**config.mk**
```make
export PLATFORM = sky130hd
export DESIGN_NAME = char_lcd_expander_sequencer_top
export DESIGN_NICKNAME = d
export VERILOG_FILES = /design/src/hw/rtl/lcdx_pkg.sv /design/src/hw/rtl/lcdx_cfg.sv /design/src/hw/rtl/lcdx_seq.sv /design/src/hw/rtl/lcdx_dp.sv /design/src/hw/rtl/char_lcd_expander_sequencer_top.sv
export SDC_FILE = /design/constraint.sdc
export NUM_CORES = 1
export LEC_CHECK = 0
export ABC_AREA = 1
export BUFFER_PORTS_ARGS = -buffer_cell sky130_fd_sc_hd__buf_2
export CAP_MARGIN = 0
export CORE_UTILIZATION = 44
export CTS_BUF_LIST = sky130_fd_sc_hd__clkbuf_16
export DETAILED_ROUTE_END_ITERATION = 6
export MAX_ROUTING_LAYER = met4
export PLACE_DENSITY = 0.76
export REMOVE_ABC_BUFFERS = 1
export SETUP_SLACK_MARGIN = 0.15
export SLEW_MARGIN = 20
export SYNTH_ARGS = -nofsm -noshare
export SYNTH_HDL_FRONTEND = slang
export SYNTH_HIERARCHICAL = 1
export SYNTH_SLANG_ARGS = --single-unit
```
**constraint.sdc**
```tcl
create_clock -name i_clk -period 2.7 [get_ports i_clk]
set_clock_uncertainty 0.1 [all_clocks]
set_input_delay 0.27 -clock i_clk [delete_from_list [all_inputs] [get_ports i_clk]]
set_output_delay 0.27 -clock i_clk [all_outputs]
set_load 0.05 [all_outputs]
```
**src/hw/rtl/lcdx_pkg.sv**
```systemverilog
// Shared types, command codes and the microprogram for the character-LCD expander sequencer.
// No dependencies; every other file in hw/rtl imports this package.
package lcdx_pkg;

    localparam int PcW = 5;

    typedef enum logic [2:0] {
        CMD_INIT       = 3'd0,
        CMD_SET_FLAG   = 3'd1,
        CMD_CLEAR      = 3'd2,
        CMD_HOME       = 3'd3,
        CMD_SET_CURSOR = 3'd4,
        CMD_WRITE_CHAR = 3'd5,
        CMD_BACKLIGHT  = 3'd6,
        CMD_NONE       = 3'd7
    } t_cmd;

    localparam logic [1:0] FLAG_SCREEN = 2'd0;
    localparam logic [1:0] FLAG_CURSOR = 2'd1;
    localparam logic [1:0] FLAG_BLINK  = 2'd2;

    localparam logic REG_ROW_COUNT = 1'b0;
    localparam logic REG_EXP_ADDR  = 1'b1;

    localparam logic [2:0] ROW_COUNT_RST = 3'd2;
    localparam logic [6:0] EXP_ADDR_RST  = 7'd39;

    localparam logic [7:0] ROW_BASE [4] = '{8'h00, 8'h40, 8'h14, 8'h54};

    localparam logic [7:0] LCD_DISP_CTRL = 8'h08;
    localparam logic [7:0] LCD_CLEAR     = 8'h01;
    localparam logic [7:0] LCD_HOME      = 8'h02;
    localparam logic [7:0] LCD_SET_DDRAM = 8'h80;

    localparam logic [PcW-1:0] ENTRY_INIT  = 5'd0;
    localparam logic [PcW-1:0] ENTRY_VALUE = 5'd14;
    localparam logic [PcW-1:0] ENTRY_BL    = 5'd16;

    // one control word per nibble step
    typedef struct packed {
        logic       src_val;   // nibble from value register, else constant
        logic       half_hi;   // high nibble of value register
        logic [3:0] cnib;
        logic       single;    // one beat only, no E strobe
        logic       last;      // end of program
    } t_uword;

    // step handed from sequencer to datapath
    typedef struct packed {
        logic       step;
        logic       src_val;
        logic       half_hi;
        logic [3:0] cnib;
        logic       e_bit;
        logic       last;
    } t_step;

    function automatic t_uword lcdx_urom(input logic [PcW-1:0] pc);
        t_uword w;
        w = '{src_val: 1'b0, half_hi: 1'b0, cnib: 4'h0, single: 1'b0, last: 1'b0};
        case (pc)
            5'd0, 5'd1, 5'd2: w.cnib = 4'h3;
            5'd3:  w.cnib = 4'h2;
            5'd4:  w.cnib = 4'h2;
            5'd5:  w.cnib = 4'h8;
            5'd6:  begin
                w.src_val = 1'b1;
                w.half_hi = 1'b1;
            end
            5'd7:  w.src_val = 1'b1;
            5'd8:  w.cnib = 4'h0;
            5'd9:  w.cnib = 4'h1;
            5'd10: w.cnib = 4'h0;
            5'd11: w.cnib = 4'h6;
            5'd12: w.cnib = 4'h0;
            5'd13: begin
                w.cnib = 4'h2;
                w.last = 1'b1;
            end
            5'd14: begin
                w.src_val = 1'b1;
                w.half_hi = 1'b1;
            end
            5'd15: begin
                w.src_val = 1'b1;
                w.last    = 1'b1;
            end
            5'd16: begin
                w.single = 1'b1;
                w.last   = 1'b1;
            end
            default: w.last = 1'b1;
        endcase
        return w;
    endfunction

endpackage

```
**src/hw/rtl/lcdx_cfg.sv**
```systemverilog
// APB register block: row count and expander bus address.
// Depends on lcdx_pkg for register indexes and reset values.
module lcdx_cfg (
    input  logic        i_clk,
    input  logic        i_rst_n,
    input  logic        psel,
    input  logic        penable,
    input  logic        pwrite,
    input  logic [2:0]  paddr,
    input  logic [31:0] pwdata,
    output logic [31:0] prdata,
    output logic        pready,
    output logic [2:0]  o_row_count
);
    import lcdx_pkg::*;

    logic [2:0] r_row_count;
    logic [6:0] r_exp_addr;
    logic       wr_en;

    assign wr_en  = psel && penable && pwrite;
    assign pready = 1'b1;

    always_ff @(posedge i_clk) begin
        if (!i_rst_n) begin
            r_row_count <= ROW_COUNT_RST;
            r_exp_addr  <= EXP_ADDR_RST;
        end else if (wr_en) begin
            case (paddr[2])
                REG_ROW_COUNT: r_row_count <= pwdata[2:0];
                REG_EXP_ADDR:  r_exp_addr  <= pwdata[6:0];
                default: ;
            endcase
        end
    end

    always_comb begin
        case (paddr[2])
            REG_ROW_COUNT: prdata = {29'd0, r_row_count};
            REG_EXP_ADDR:  prdata = {25'd0, r_exp_addr};
            default:       prdata = 32'd0;
        endcase
    end

    assign o_row_count = r_row_count;
endmodule

```
**src/hw/rtl/lcdx_seq.sv**
```systemverilog
// Microprogram sequencer: step counter, E-phase counter and command dispatch.
// Depends on lcdx_pkg for the control-word ROM and step struct.
module lcdx_seq (
    input  logic               i_clk,
    input  logic               i_rst_n,
    input  logic               i_accept,
    input  logic [2:0]         i_command,
    input  logic               i_advance,
    output logic               o_busy,
    output lcdx_pkg::t_step    o_step
);
    import lcdx_pkg::*;

    logic           r_busy, n_busy;
    logic [PcW-1:0] r_pc, n_pc;
    logic [1:0]     r_ph, n_ph;
    t_uword         uw;
    logic           nib_done;
    logic           start;
    logic [PcW-1:0] entry;

    assign uw       = lcdx_urom(r_pc);
    assign nib_done = uw.single || (r_ph == 2'd2);

    always_comb begin
        start = 1'b1;
        entry = ENTRY_VALUE;
        case (i_command)
            CMD_INIT:      entry = ENTRY_INIT;
            CMD_SET_FLAG, CMD_CLEAR, CMD_HOME, CMD_SET_CURSOR, CMD_WRITE_CHAR:
                entry = ENTRY_VALUE;
            CMD_BACKLIGHT: entry = ENTRY_BL;
            default:       start = 1'b0;
        endcase
    end

    always_comb begin
        n_busy = r_busy;
        n_pc   = r_pc;
        n_ph   = r_ph;
        if (i_accept && start) begin
            n_busy = 1'b1;
            n_pc   = entry;
            n_ph   = 2'd0;
        end else if (r_busy && i_advance) begin
            if (nib_done) begin
                n_ph = 2'd0;
                if (uw.last) n_busy = 1'b0;
                else         n_pc   = r_pc + 1'b1;
            end else begin
                n_ph = r_ph + 1'b1;
            end
        end
    end

    always_ff @(posedge i_clk) begin
        if (!i_rst_n) begin
            r_busy <= 1'b0;
            r_pc   <= '0;
            r_ph   <= '0;
        end else begin
            r_busy <= n_busy;
            r_pc   <= n_pc;
            r_ph   <= n_ph;
        end
    end

    assign o_busy          = r_busy;
    assign o_step.step     = r_busy && i_advance;
    assign o_step.src_val  = uw.src_val;
    assign o_step.half_hi  = uw.half_hi;
    assign o_step.cnib     = uw.cnib;
    assign o_step.e_bit    = (r_ph == 2'd1) && !uw.single;
    assign o_step.last     = nib_done && uw.last;
endmodule

```
**src/hw/rtl/lcdx_dp.sv**
```systemverilog
// Datapath: display flags, backlight, value register, byte assembly and output register.
// Depends on lcdx_pkg for command codes, LCD constants and the step struct.
module lcdx_dp (
    input  logic             i_clk,
    input  logic             i_rst_n,
    input  logic             i_accept,
    input  logic [2:0]       i_command,
    input  logic [1:0]       i_flag_select,
    input  logic             i_flag_value,
    input  logic [5:0]       i_cursor_col,
    input  logic [2:0]       i_cursor_row,
    input  logic [7:0]       i_char_code,
    input  logic [2:0]       i_row_count,
    input  lcdx_pkg::t_step  i_step,
    input  logic             i_out_ready,
    output logic             o_advance,
    output logic             o_out_valid,
    output logic [7:0]       o_out_byte,
    output logic             o_out_last
);
    import lcdx_pkg::*;

    logic [2:0] r_flags, n_flags;
    logic       r_bl, n_bl;
    logic [7:0] r_val, n_val;
    logic       r_rs;
    logic       r_out_valid;
    logic [7:0] r_out_byte;
    logic       r_out_last;
    logic [2:0] sel_bit;
    logic [2:0] rows;
    logic [1:0] row_eff;
    logic [7:0] cursor_addr;
    logic [3:0] nib;

    always_comb begin
        case (i_flag_select)
            FLAG_SCREEN: sel_bit = 3'b100;
            FLAG_CURSOR: sel_bit = 3'b010;
            FLAG_BLINK:  sel_bit = 3'b001;
            default:     sel_bit = 3'b000;
        endcase
        case (i_row_count)
            3'd0:                rows = 3'd1;
            3'd1, 3'd2, 3'd3, 3'd4: rows = i_row_count;
            default:             rows = 3'd4;
        endcase
        if (i_cursor_row >= rows) row_eff = 2'(rows - 3'd1);
        else                      row_eff = i_cursor_row[1:0];
        cursor_addr = LCD_SET_DDRAM | (8'(i_cursor_col) + ROW_BASE[row_eff]);
    end

    always_comb begin
        n_flags = r_flags;
        n_bl    = r_bl;
        n_val   = r_val;
        if (i_accept) begin
            case (i_command)
                CMD_INIT: begin
                    n_flags = r_flags | 3'b100;
                    n_val   = LCD_DISP_CTRL | {5'd0, n_flags};
                end
                CMD_SET_FLAG: begin
                    n_flags = i_flag_value ? (r_flags | sel_bit) : (r_flags & ~sel_bit);
                    n_val   = LCD_DISP_CTRL | {5'd0, n_flags};
                end
                CMD_CLEAR:      n_val = LCD_CLEAR;
                CMD_HOME:       n_val = LCD_HOME;
                CMD_SET_CURSOR: n_val = cursor_addr;
                CMD_WRITE_CHAR: n_val = i_char_code;
                CMD_BACKLIGHT:  n_bl  = i_flag_value;
                default: ;
            endcase
        end
    end

    always_ff @(posedge i_clk) begin
        if (!i_rst_n) begin
            r_flags <= '0;
            r_bl    <= 1'b0;
        end else begin
            r_flags <= n_flags;
            r_bl    <= n_bl;
        end
    end

    always_ff @(posedge i_clk) begin
        r_val <= n_val;
        if (i_accept) r_rs <= (i_command == CMD_WRITE_CHAR);
    end

    assign o_advance = !r_out_valid || i_out_ready;

    always_comb begin
        if (!i_step.src_val) nib = i_step.cnib;
        else if (i_step.half_hi) nib = r_val[7:4];
        else nib = r_val[3:0];
    end

    always_ff @(posedge i_clk) begin
        if (!i_rst_n) begin
            r_out_valid <= 1'b0;
        end else if (i_step.step) begin
            r_out_valid <= 1'b1;
        end else if (i_out_ready) begin
            r_out_valid <= 1'b0;
        end
    end

    always_ff @(posedge i_clk) begin
        if (i_step.step) begin
            r_out_byte <= {nib, r_bl, i_step.e_bit, 1'b0, r_rs};
            r_out_last <= i_step.last;
        end
    end

    assign o_out_valid = r_out_valid;
    assign o_out_byte  = r_out_byte;
    assign o_out_last  = r_out_last;
endmodule

```
**src/hw/rtl/char_lcd_expander_sequencer_top.sv**
```systemverilog
// Top level of the character-LCD expander sequencer: APB registers, sequencer, datapath.
// Depends on lcdx_pkg, lcdx_cfg, lcdx_seq and lcdx_dp.
//
// channel   signals                                   direction
// in        i_in_valid / o_in_ready + command fields  LCD operation, one per beat
// out       o_out_valid / i_out_ready + byte, last    expander byte, one per beat
// cfg       psel penable pwrite paddr pwdata prdata   row_count @0, expander_address @4
//
// An operation emits 6 expander bytes (set flag, clear, home, set cursor, write char), 42 for
// init or 1 for backlight, and the input stays not ready from its accept until its last byte
// is registered; unknown command 7 is dropped in the accept cycle. Unless the output stalls,
// one expander byte leaves per cycle, paced by the sequencer's nibble ROM and E-phase counter.
// The next operation is taken the cycle after the previous one's last byte is registered.
// Output stalls freeze the sequencer; synchronous active-low reset clears flags and backlight.
module char_lcd_expander_sequencer_top (
    input  logic        i_clk,
    input  logic        i_rst_n,
    input  logic        i_in_valid,
    output logic        o_in_ready,
    input  logic [2:0]  i_command,
    input  logic [1:0]  i_flag_select,
    input  logic        i_flag_value,
    input  logic [5:0]  i_cursor_col,
    input  logic [2:0]  i_cursor_row,
    input  logic [7:0]  i_char_code,
    output logic        o_out_valid,
    input  logic        i_out_ready,
    output logic [7:0]  o_expander_byte,
    output logic        o_last,
    input  logic        psel,
    input  logic        penable,
    input  logic        pwrite,
    input  logic [2:0]  paddr,
    input  logic [31:0] pwdata,
    output logic [31:0] prdata,
    output logic        pready
);
    import lcdx_pkg::*;

    logic       busy;
    logic       accept;
    logic       advance;
    logic [2:0] row_count;
    t_step      step;

    assign o_in_ready = !busy;
    assign accept     = i_in_valid && !busy;

    lcdx_cfg u_cfg (
        .i_clk       (i_clk),
        .i_rst_n     (i_rst_n),
        .psel        (psel),
        .penable     (penable),
        .pwrite      (pwrite),
        .paddr       (paddr),
        .pwdata      (pwdata),
        .prdata      (prdata),
        .pready      (pready),
        .o_row_count (row_count)
    );

    lcdx_seq u_seq (
        .i_clk     (i_clk),
        .i_rst_n   (i_rst_n),
        .i_accept  (accept),
        .i_command (i_command),
        .i_advance (advance),
        .o_busy    (busy),
        .o_step    (step)
    );

    lcdx_dp u_dp (
        .i_clk         (i_clk),
        .i_rst_n       (i_rst_n),
        .i_accept      (accept),
        .i_command     (i_command),
        .i_flag_select (i_flag_select),
        .i_flag_value  (i_flag_value),
        .i_cursor_col  (i_cursor_col),
        .i_cursor_row  (i_cursor_row),
        .i_char_code   (i_char_code),
        .i_row_count   (row_count),
        .i_step        (step),
        .i_out_ready   (i_out_ready),
        .o_advance     (advance),
        .o_out_valid   (o_out_valid),
        .o_out_byte    (o_expander_byte),
        .o_out_last    (o_last)
    );
endmodule

```
Yosys cells after proc, flatten, opt, wreduce, memory -nomap -nowiden

Cells that the tools add are included.

Register bits: 40
Latch bits: 0
Bits in writable memories: 0
ROM bits: 0
Input bits: 65
Output and inout bits: 44
Word-level logic and storage cells: 125
Memories: 0

Add/subtract/negate cells: 4
Multiply operators: 0
Divide/modulo/power cells: 0
Order comparisons: 2
Eq/ne operators: 31
Shift-type cells: 0
Multiplexer cells: 30
Bitwise gates (word level): 7
Reductions and logical operators: 38

Operators by type and width:

| cell                                                             | count |
|---|---|
| 32-bit one-hot mux with 2 select lines                           | 1 |
| 8-bit one-hot mux with 6 select lines                            | 1 |
| 5-bit by 4-bit == test with 1-bit output (second input constant) | 8 |
| 5-bit by 3-bit == test with 1-bit output (second input constant) | 4 |
| 5-bit two-way mux                                                | 4 |
| 4-bit one-hot mux with 5 select lines                            | 1 |
| 8-bit binary-select mux with 2-bit select                        | 1 |
| 7-bit two-way mux                                                | 2 |
| 14-bit OR reduction                                              | 1 |
| 3-bit by 2-bit == test with 1-bit output (second input constant) | 4 |
| 3-bit == test (second input constant)                            | 4 |
| 3-bit one-hot mux with 2 select lines                            | 2 |
| 1-bit two-way mux                                                | 11 |
| 5-bit by 2-bit == test with 1-bit output (second input constant) | 2 |
| 5-bit one-hot mux with 2 select lines                            | 1 |
| 2-bit AND reduction                                              | 5 |
| 2-bit nonzero test                                               | 5 |
| 3-bit one-hot mux with 3 select lines                            | 1 |
| 3-bit AND reduction                                              | 3 |
| 4-bit two-way mux                                                | 2 |
| 4-bit OR reduction                                               | 2 |
| 6-bit by 7-bit adder with 7-bit output                           | 1 |
| 1-bit logical AND                                                | 7 |
| 7-bit OR reduction                                               | 1 |
| 26 further kinds                                                 | 38 |

Logic depth before layout (Yosys ltp)

Gate-level depths: netlist of the first run.

Depth after elaboration: 11
Depth in mapped cells: 17

Cells and area by module

Netlist of the first run, hierarchy kept.

Modules (own cells, without submodules):

| module                          | times used | cells an instance | area each (um2) | seq. area each (um2) |
|---|---|---|---|---|
| lcdx_dp                         | 1          | 154               | 1,272.5         | 610.6 |
| lcdx_seq                        | 1          | 125               | 792.0           | 160.2 |
| lcdx_cfg                        | 1          | 105               | 690.7           | 200.2 |
| char_lcd_expander_sequencer_top | 1          | 3                 | 13.8            | 0.0 |

Least setup slack after synthesis of the first run

No wires, ideal clock.

Path type: flip-flop to flip-flop
From: register u_cfg.r_row_count[0], in the netlist u_cfg/o_row_count[0]
To: register u_dp.r_val[4], data pin
Library setup time: 257 ps
Arrival time: 2,154 ps
Required time: 2,343 ps
Setup slack: 189 ps
Stages on the path, launching flop included: 14
Path through: dfxtp_1 -> inv_1 -> a21oi_1 -> ha_1 -> inv_1 -> nand2_1 -> nand2_1 -> nand2_1 -> o21ai_0 -> inv_1 -> ha_1 -> ha_1 -> or2_2 -> a32o_1

Cells in the longest elaborated chain, start to end: 11

RTL lines:

| element                                                                                   | RTL line       | source |
|---|---|---|
| start, declared                                                                           | lcdx_cfg.sv:17 | `logic [2:0] r_row_count;` |
| start signal, assigned                                                                    | lcdx_cfg.sv:30 | `REG_ROW_COUNT: r_row_count <= pwdata[2:0];` |
| 3-bit by 1-bit == test with 1-bit output (tied with other cells)                          | lcdx_dp.sv:43  | `case (i_row_count)` |
| 4-bit OR reduction                                                                        | lcdx_dp.sv:43  |  |
| 3-bit one-hot mux with 2 select lines (*)                                                 | lcdx_dp.sv:43  |  |
| 3-bit >= comparator / 2-bit by 1-bit subtractor with 2-bit output (equally long branches) | lcdx_dp.sv:48  | `if (i_cursor_row >= rows) row_eff = 2'(rows - 3'd1);` |
| 2-bit two-way mux (*)                                                                     | lcdx_dp.sv:48  |  |
| 2-bit inverter with 3-bit output (implied by the code) (*)                                | lcdx_dp.sv:50  | `cursor_addr = LCD_SET_DDRAM \| (8'(i_cursor_col) + ROW_BASE[row_eff]);` |
| 8-bit binary-select mux with 2-bit select (*)                                             | lcdx_dp.sv:50  |  |
| 7-bit two-way mux (implied by the code) (*) (2 in a row)                                  | lcdx_dp.sv:50  |  |
| 6-bit by 7-bit adder with 7-bit output (*)                                                | lcdx_dp.sv:50  |  |
| 8-bit one-hot mux with 6 select lines (*)                                                 | lcdx_dp.sv:58  | `case (i_command)` |
| end signal, assigned                                                                      | lcdx_dp.sv:88  | `r_val <= n_val;` |
| end, declared                                                                             | lcdx_dp.sv:25  | `logic [7:0] r_val, n_val;` |

Every way passes the cells marked *; elsewhere a longest branch is shown, timed or not. The select of a mux whose other input is x is not followed.
A chain may end at the register's enable or synchronous reset.

Worst setup path in the final report of the first run

Same ends and word-level chain as after synthesis.

==> summary.md, run 1 <==
| Metric | Value |
|---|---|
| Layout cells sized above 1 | `25.62%` |
| TritonCTS clock tree | `yes` |
| Core area | `5991 sq um` |
| CP Capture Type | `flop` |
| Row cnt | `28` |
| Fin. Hold Viols | `0` |
| Clk buf depth | `2` |
| Hold Path Stages | `3` |
| Die Wd | `81.33 um` |
| Final instance count without filler cells | `520` |
| Type of origin of the critical path | `flop` |
| Final-stage net count | `522` |
| Slew @ Worst Pin | `567.5 ps` |
| Clk_lat worst skew | `280 ps` |
| Initial antenna violation count | `0` |
| Synth Instances | `387` |
| Die area | `6615 sq um` |
| Initial DRC Count | `81` |
| Final core occ | `53.93%` |
| First-pass GRT wire length | `8838 um` |
| Num CTS Buffers | `5` |
| Clock slew at reported path FFs | `60 ps` |
| RSZ-0062 raised after global routing | `no` |
| Hold WC Path Type | `in2reg` |
| Max-slew violation count | `0` |
| CTS sink cnt | `40` |
| Final period utilization | `91.30%` |
| Status | `finished, final reports clean` |
| DP Cell Count | `510` |
| First drt pass iteration count | `4` |
| Critical path peak fanout | `4` |
| Routed via count | `2440` |
| Ports | `109` |
| Global Route Usage Sum | `17.78%` |
| Yosys warns | `6` |
| Pleak | `1.647 nW` |
| Critical path class | `reg2reg` |
| Clk root buf | `clkbuf_16` |
| Yosys cell types | `35` |
| WL final | `5422 um` |
| Power per cell area | `594.7 nW/um^2` |
| VDD IR-drop max | `0.3918 mV` |
| Starting Density | `46.22%` |
| Hold Buf Count CTS | `0` |
| Critical Path RT | `2630 ps` |
| Fmax achieved | `0.4057 GHz` |
| H-tree Lvls | `2` |
| Worst Path Arrival | `2390 ps` |
| Max Cap Violations | `0` |
| Vias in the first global route | `2080` |
| DRC viols | `0` |
| Seq cells post-synth | `40` |
| Post-route ant nets | `0` |
| Worst slew margin | `62.02%` |
| Post-layout min period | `2465 ps` |
| Register-to-Register Path Depth | `13` |
| Fin Setup TNS | `0 ps` |
| RD Place Congestion | `0.8603` |
| Post-DR vias/cell | `4.692` |
| Syn_area_per_cell | `7.155 sq um` |
| Die Height | `81.33 um` |
| Final setup violation count | `0` |
| Area growth, synth to finish | `16.67%` |
| Grt total ovfl | `0` |
| Largest net degree at the start of global routing | `20` |
| Sequential area share after synthesis | `35.07%` |
| # diodes | `0` |
| I/O Buffers | `54` |
| HPWL after DPL | `4234 um` |
| Synth Cell Area | `2769 sq um` |
| WL/cell | `10.43 um` |
-- flip-flops by register name, summed over array words and instances (netlist names) --
register	flops
u_cfg/o_row_count	3
u_cfg/r_exp_addr	7
u_dp/o_out_byte	7
u_dp/o_out_last	1
u_dp/o_out_valid	1
u_dp/r_bl	1
u_dp/r_flags	3
u_dp/r_rs	1
u_dp/r_val	8
u_seq/o_busy	1
u_seq/r_pc	5
u_seq/r_ph	2
-- repair_timing --
action                     in CTS  in global routing
buffers inserted                1                  1
gates resized for setup         6                 12
pin swaps                       2                  3
setup endpoints to repair       2                  2
-- critical path, cell delays in order (launching register included) --
cell     delay [ps]
dfxtp_2         320
inv_1            50
a21oi_2         140
ha_1            240
inv_1            50
nand2_1          50
nand2_2          90
nand2_4          70
o21ai_2         120
inv_2            50
ha_2            170
ha_1            190
or2_2           280
a32o_2          280
-- logic make-up after synthesis --
logic type | after synthesis | share of synthesized area (%)
simple gates | 187 | 31.27
buf+inv | 94 | 16.90
compound gates | 49 | 10.17
flops | 40 | 35.07
fa+ha+maj | 13 | 5.875
other cells | 3 | 0.4067
xor+xnor | 1 | 0.3164
-- path summary, 6_finish.rpt --
kind                                             to                 start  slack, ps
worst max-delay path                  u_dp/r_val[4]  u_cfg/o_row_count[0]        230
worst min-delay path            u_cfg/r_exp_addr[5]             pwdata[5]        100
worst max register to register        u_dp/r_val[4]  u_cfg/o_row_count[0]        230
worst min register to register   u_dp/o_out_byte[0]             u_dp/r_rs        340
-- per-stage QoR --
stage                     worst slack [ps]  instance area (sq um)  hold WS (ps)  total power, mW
after floorplan                      189.2                   2620         254.6            1.122
after global placement               83.06                   3007         306.4            1.229
after detailed placement             25.22                   3007         328.1            1.239
after CTS                            152.3                   3199         105.1            1.925
after global routing                 140.0                   3231         113.4            2.017
final                                234.8                   3231         104.5            1.921
-- Yosys cell counts --
master | count | area, sq um
nor3_1 | 4 | 20.02
edfxtp_1 | 17 | 510.5
inv_2 | 7 | 26.28
o211ai_1 | 3 | 22.52
xor2_1 | 1 | 8.760
clkbuf_1 | 1 | 3.750
ha_1 | 13 | 162.7
conb_1 | 3 | 11.26
a21oi_1 | 19 | 95.09
a31oi_1 | 7 | 43.79
buf_2 | 2 | 10.01
dfxtp_1 | 23 | 460.4
nand3_4 | 1 | 17.52
nor4_1 | 1 | 6.260
nand3b_1 | 1 | 7.510
nand3_1 | 22 | 110.1
o31ai_1 | 2 | 15.01
a32o_1 | 1 | 10.01
nand3_2 | 1 | 10.01
nand4_1 | 2 | 12.51
buf_4 | 28 | 210.2
inv_1 | 54 | 202.7
or2_2 | 1 | 6.260
nor2_1 | 37 | 138.9
buf_1 | 1 | 3.750
o21ai_2 | 2 | 17.52
buf_6 | 1 | 11.26
nor2_4 | 8 | 90.09
a21boi_0 | 1 | 7.510
nand2_4 | 1 | 11.26
nor2_2 | 7 | 43.79
o21ai_1 | 3 | 15.01
nand2_1 | 96 | 360.4
nand2_2 | 5 | 31.28
o21ai_0 | 11 | 55.05
-- metal layers --
layer / vias up / share of wire [%] / track usage (%)
li1: 1284 / - / -
met1: 1069 / 44 / 21.09
met2: 81 / 49 / 30.50
met3: 6 / 5.6 / 3.034
met4: 0 / 0.96 / 5.357
met5: - / 0 / -
-- report_power, final --
| group | internal, mW | switching [mW] |
|---|---|---|
| Clock | 0.439 | 0.243 |
| Sequential | 0.683 | 0.0315 |
| Combinational | 0.147 | 0.378 |
-- cells in the final DEF (no fill, tap or decap), drive strengths merged --
cell | synthesis | final
nand2 | 102 | 102
nor4 | 1 | 1
bufinv | 0 | 1
buf | 32 | 59
o31ai | 2 | 2
nand3 | 24 | 24
xor2 | 1 | 1
a21boi | 1 | 1
conb | 3 | 27
ha | 13 | 13
inv | 61 | 62
nand3b | 1 | 1
o211ai | 3 | 3
or2 | 1 | 1
a31oi | 7 | 7
dfxtp | 23 | 23
nand4 | 2 | 2
clkbuf | 1 | 5
edfxtp | 17 | 17
o21ai | 16 | 16
nor2 | 52 | 52
nor3 | 4 | 4
a21oi | 19 | 19
clkinvlp | 0 | 1
a32o | 1 | 1
-- layout make-up --
| type | instances | area (sq um) |
|---|---|---|
| sequential | 40 | 977.2 |
| timing repair buffer | 59 | 307.8 |
| inverter | 61 | 229.0 |
| clock buffer | 5 | 125.1 |
| clock inverter | 3 | 46.29 |
| multi-input combinational | 277 | 1451 |
| fill | 587 | 2760 |
| tap | 75 | 93.84 |
Note: power is estimated with default switching activity, not from simulation.
==> run 2, diff against run 1 <==
--- a/config.mk
+++ b/config.mk
@@ -6,13 +6,12 @@
 export NUM_CORES = 1
 export LEC_CHECK = 0
 export ABC_AREA = 1
-export BUFFER_PORTS_ARGS = -buffer_cell sky130_fd_sc_hd__buf_2
 export CAP_MARGIN = 0
-export CORE_UTILIZATION = 44
+export CORE_UTILIZATION = 45
 export CTS_BUF_LIST = sky130_fd_sc_hd__clkbuf_16
 export DETAILED_ROUTE_END_ITERATION = 6
+export DONT_BUFFER_PORTS = 1
 export MAX_ROUTING_LAYER = met4
-export PLACE_DENSITY = 0.76
 export REMOVE_ABC_BUFFERS = 1
 export SETUP_SLACK_MARGIN = 0.15
 export SLEW_MARGIN = 20
==> summary.md, run 2 (synthesis results as in run 1) <==
| Metric | Value |
|---|---|
| Vias in the first global route | `2048` |
| Slew @ Worst Pin | `616.4 ps` |
| Clk root buf | `clkbuf_16` |
| Failing checks | `hold timing` |
| H-tree Lvls | `2` |
| Fillers | `578` |
| Critical Path RT | `2640 ps` |
| Global Route Usage Sum | `18.07%` |
| Fin. Hold Viols | `1` |
| Min Hold Slack | `-0.3797 ps` |
| Largest Register | `u_dp/r_val` |
| Multi-input logic area | `1470 sq um` |
| Initial antenna violation count | `0` |
| Initial DRC Count | `87` |
| Worst Path Arrival | `2360 ps` |
| VDD IR-drop max | `0.3618 mV` |
| Final instance count without filler cells | `465` |
| Post-route ant nets | `0` |
| Most common cell after layout, fill and taps aside | `nand2_1` |
| WL final | `5395 um` |
| Final period utilization | `89.68%` |
| Row cnt | `28` |
| First-pass GRT wire length | `8921 um` |
| Final-stage net count | `467` |
| HPWL after DPL | `4161 um` |
| Power Internal | `1.241 mW` |
| Fmax achieved | `0.4130 GHz` |
| Fin Setup TNS | `0 ps` |
| Critical path peak fanout | `4` |
| Register area | `974.7 sq um` |
| DRC viols | `0` |
| Clk buf depth | `2` |
| Clock network fraction of total power | `36.4%` |
| Pleak | `1.416 nW` |
| Ports | `109` |
| TritonCTS clock tree | `yes` |
| Psw | `0.6343 mW` |
| Most frequent cells in the layout | `94 x nand2_1, 53 x inv_1, 37 x nor2_1` |
| Hold WC Path Type | `in2reg` |
| Die Wd | `80.44 um` |
| Die Height | `80.44 um` |
| RD Place Congestion | `0.8629` |
| Final core occ | `50.19%` |
| Critical path class | `reg2reg` |
| Max-slew violation count | `0` |
| Status | `complete, but fails checks` |
| Worst slew margin | `58.76%` |
| Max reg flops | `8` |
| Flop pwr share | `40.9%` |
| First drt pass iteration count | `4` |
| Grt total ovfl | `0` |
| DP Cell Count | `456` |
| Post-layout min period | `2421 ps` |
| Clock slew at reported path FFs | `60 ps` |
| Comb power frac | `22.7%` |
| Max Cap Violations | `0` |
| Type of origin of the critical path | `flop` |
| Layout cells sized above 1 | `14.62%` |
| # diodes | `0` |
| I/O Buffers | `0` |
| Num CTS Buffers | `5` |
| Area growth, synth to finish | `7.320%` |
| CP Capture Type | `flop` |
| Clk_lat worst skew | `280 ps` |
| WL/cell | `11.60 um` |
| Power per cell area | `631.1 nW/um^2` |
| Starting Density | `46.77%` |
| Core area | `5921 sq um` |
| Routed via count | `2226` |
| Final setup violation count | `0` |
| Largest net degree at the start of global routing | `15` |
| Sw Ratio | `33.82%` |
| CTS sink cnt | `40` |
| Post-DR vias/cell | `4.787` |
| Setup bufs post-CTS | `0` |
| Die area | `6471 sq um` |
| RSZ-0062 raised after global routing | `no` |
## run 2: power groups by stage
stage	registers [mW]	clock network, mW	logic [mW]
2_1_floorplan	0.771	0	0.351
3_3_place_gp	0.777	0	0.399
3_5_place_dp	0.779	0	0.406
4_1_cts	0.766	0.697	0.412
5_1_grt	0.774	0.719	0.475
6_report	0.766	0.683	0.426
## run 2: layout make-up
type	instances	share of cell area, %
Clock buffer	5	4.211
Clock inverter	3	1.558
Inverter	61	7.705
Multi-Input combinational cell	277	49.47
Sequential cell	40	32.80
Tap cell	75	3.158
Timing Repair Buffer	4	1.095
## run 2: worst max-delay path, stage by stage (launching register included)
cell      delay [ps]
dfxtp_2          340
inv_1             60
ha_1             330
nand2_1           90
inv_1             40
nand2_2           90
nand2_4           70
nand2_1           70
o21ai_2           60
inv_2             70
ha_2             180
ha_2             160
nand2_1           90
a21boi_2         170
nand3_1          100
nand3_1          110
nand2_1           60
## run 2: what timing repair did
| item | in CTS | in global routing |
|---|---|---|
| endpoints found under the setup margin | 2 | 3 |
| resized for setup | 3 | 14 |
| hold buffers | 1 | 0 |
| endpoints found under the hold margin | 7 | 0 |
| pin swaps | 0 | 5 |
## run 2: routing by layer
layer  up-vias  track usage, %  wire length, um
met3         4           4.432              255
met1       988           21.30             2431
met2        56           30.85             2667
li1       1178               -                -
met5         -               -                0
met4         0           4.286               41
## run 2: final timing paths
check,startpoint,end,slack [ps],cells after the start
hold / removal,i_rst_n,u_cfg/o_row_count[0],-0.4,2
setup / recovery,u_cfg/o_row_count[2],u_dp/r_val[6],280,16
setup reg to reg,u_cfg/o_row_count[2],u_dp/r_val[6],280,16
hold reg to reg,u_dp/r_rs,u_dp/o_out_byte[0],340,0
## run 2: stage by stage
stage | total power, mW | area (sq um) | setup WS (ps)
after floorplan | 1.122 | 2620 | 189.2
after global placement | 1.177 | 2736 | 144.0
after detailed placement | 1.186 | 2736 | 107.6
after global routing | 1.968 | 2972 | 90.50
final | 1.875 | 2972 | 278.6
after CTS | 1.875 | 2927 | 160.2
==> run 3, diff against run 2 <==
--- a/config.mk
+++ b/config.mk
@@ -7,11 +7,13 @@
 export LEC_CHECK = 0
 export ABC_AREA = 1
 export CAP_MARGIN = 0
+export CORE_MARGIN = 5
 export CORE_UTILIZATION = 45
 export CTS_BUF_LIST = sky130_fd_sc_hd__clkbuf_16
 export DETAILED_ROUTE_END_ITERATION = 6
 export DONT_BUFFER_PORTS = 1
 export MAX_ROUTING_LAYER = met4
+export PLACE_DENSITY = 0.7
 export REMOVE_ABC_BUFFERS = 1
 export SETUP_SLACK_MARGIN = 0.15
 export SLEW_MARGIN = 20
==> summary.md, run 3 (synthesis results as in run 1) <==
| Metric | Value |
|---|---|
| H-tree Lvls | `2` |
| First-pass GRT wire length | `8963 um` |
| Most frequent cells in the layout | `94 x nand2_1, 54 x inv_1, 37 x nor2_1` |
| Fmax achieved | `0.4101 GHz` |
| WL final | `5633 um` |
| Post-layout min period | `2439 ps` |
| Power per cell area | `626.5 nW/um^2` |
| Status | `finished, final reports clean` |
| Fin. Hold Viols | `0` |
| Ports | `109` |
| Post-DR vias/cell | `4.805` |
| DRC viols | `0` |
| Type of origin of the critical path | `flop` |
| Critical path depth | `13` |
| Critical path class | `reg2reg` |
| Initial DRC Count | `125` |
| I/O Buffers | `0` |
| Register-to-Register Path Depth | `13` |
| Max incr delay on CP | `320 ps` |
| RD Place Congestion | `0.8815` |
| First drt pass iteration count | `4` |
| TritonCTS clock tree | `yes` |
| HPWL after DPL | `4449 um` |
| Grt total ovfl | `0` |
| Worst slew margin | `59.91%` |
| Hold WC Path Type | `in2reg` |
| Clk root buf | `clkbuf_16` |
| Cell mode on critical path | `inv_1` |
| Clock slew at reported path FFs | `60 ps` |
| Slew @ Worst Pin | `599.1 ps` |
| Worst Path Arrival | `2370 ps` |
| Die area | `7822 sq um` |
| CP max stage cell | `dfxtp_2` |
| Num CTS Buffers | `5` |
| Vias in the first global route | `2094` |
| Final setup violation count | `0` |
| Hold Path Stages | `2` |
| VDD IR-drop max | `0.3954 mV` |
| WL/cell | `12.06 um` |
| Largest Register | `u_dp/r_val` |
| CP bufs+invs | `3` |
| Post-route ant nets | `0` |
| Die Wd | `88.44 um` |
| CP cell instances | `inv_1 -> a21oi_2 -> ha_1 -> inv_1 -> nand2_1 -> nand2_2 -> nand2_2 -> o21ai_1 -> inv_1 -> ha_2 -> ha_2 -> or2_2 -> a32o_1` |
| Final period utilization | `90.32%` |
| # diodes | `0` |
| Die Height | `88.44 um` |
| Area growth, synth to finish | `6.869%` |
| Clk_lat worst skew | `280 ps` |
| Pleak | `1.423 nW` |
| Routed via count | `2244` |
| Core area | `5956 sq um` |
| Layout cells sized above 1 | `13.78%` |
| RSZ-0062 raised after global routing | `no` |
| Critical Path RT | `2640 ps` |
| Most common cell after layout, fill and taps aside | `nand2_1` |
| CP delay by family, top | `adder cells` |
| Global Route Usage Sum | `14.99%` |
| Starting Density | `46.49%` |
| Critical path peak fanout | `4` |
| Initial antenna violation count | `0` |
| Max Cap Violations | `0` |
| Fin Setup TNS | `0 ps` |
| Max reg flops | `8` |
| Clk buf depth | `2` |
| Largest net degree at the start of global routing | `15` |
| CP Capture Type | `flop` |
| Max-slew violation count | `0` |
| CTS sink cnt | `40` |
| Power, Total | `1.854 mW` |
| Final-stage net count | `469` |
| Row cnt | `28` |
[run 3: where the power goes]
group / total, mW / internal [mW] / switching (mW)
registers: 0.767 / 0.685 / 0.0823
logic: 0.417 / 0.115 / 0.302
clock network: 0.670 / 0.434 / 0.236
[run 3: through the flow]
| stage | instance area (sq um) | setup WS [ps] | std cells | hold slack, ps | utilization, % |
|---|---|---|---|---|---|
| after floorplan | 2620 | 189.2 | 378 | 254.6 | - |
| after CTS | 2919 | 166.4 | 464 | 0.7977 | 49.01 |
| final | 2959 | 261.5 | 467 | 4.337 | 49.68 |
| after global placement | 2721 | 115.3 | 454 | 258.3 | 45.69 |
| after global routing | 2959 | 125.7 | 467 | 4.369 | 49.68 |
| after detailed placement | 2721 | 91.49 | 454 | 260.3 | 45.69 |
[run 3: area by class of cell]
class / count / area (sq um)
Fill cell: 594 / 2997
Multi-Input combinational cell: 277 / 1441
Sequential cell: 40 / 977.2
Inverter: 61 / 229.0
Clock buffer: 5 / 125.1
Tap cell: 75 / 93.84
Timing Repair Buffer: 6 / 50.05
Clock inverter: 3 / 42.54
[run 3: routing by layer]
metal	vias up	routed length [um]	global-route usage [%]	part of all wire (%)
li1	1180	-	-	-
met1	987	2355	16.39	42
met2	64	2777	25.15	49
met3	13	381	5.028	6.8
met4	0	119	5.769	2.1
met5	-	0	-	0
[run 3: what timing repair did]
item / 4_1_cts / 5_1_grt
hold buffers: 2 / 0
pin swaps: 0 / 6
hold endpoints to repair: 7 / 0
setup endpoints to repair: 2 / 2
buffers inserted: 0 / 3
gates resized for setup: 4 / 9
[run 3: final timing paths]
kind              slack (ps)                  from                 end
setup / recovery         260  u_cfg/o_row_count[0]       u_dp/r_val[4]
hold / removal             4               i_rst_n     u_dp/r_flags[1]
setup reg to reg         260  u_cfg/o_row_count[0]       u_dp/r_val[4]
hold reg to reg          320             u_dp/r_rs  u_dp/o_out_byte[0]
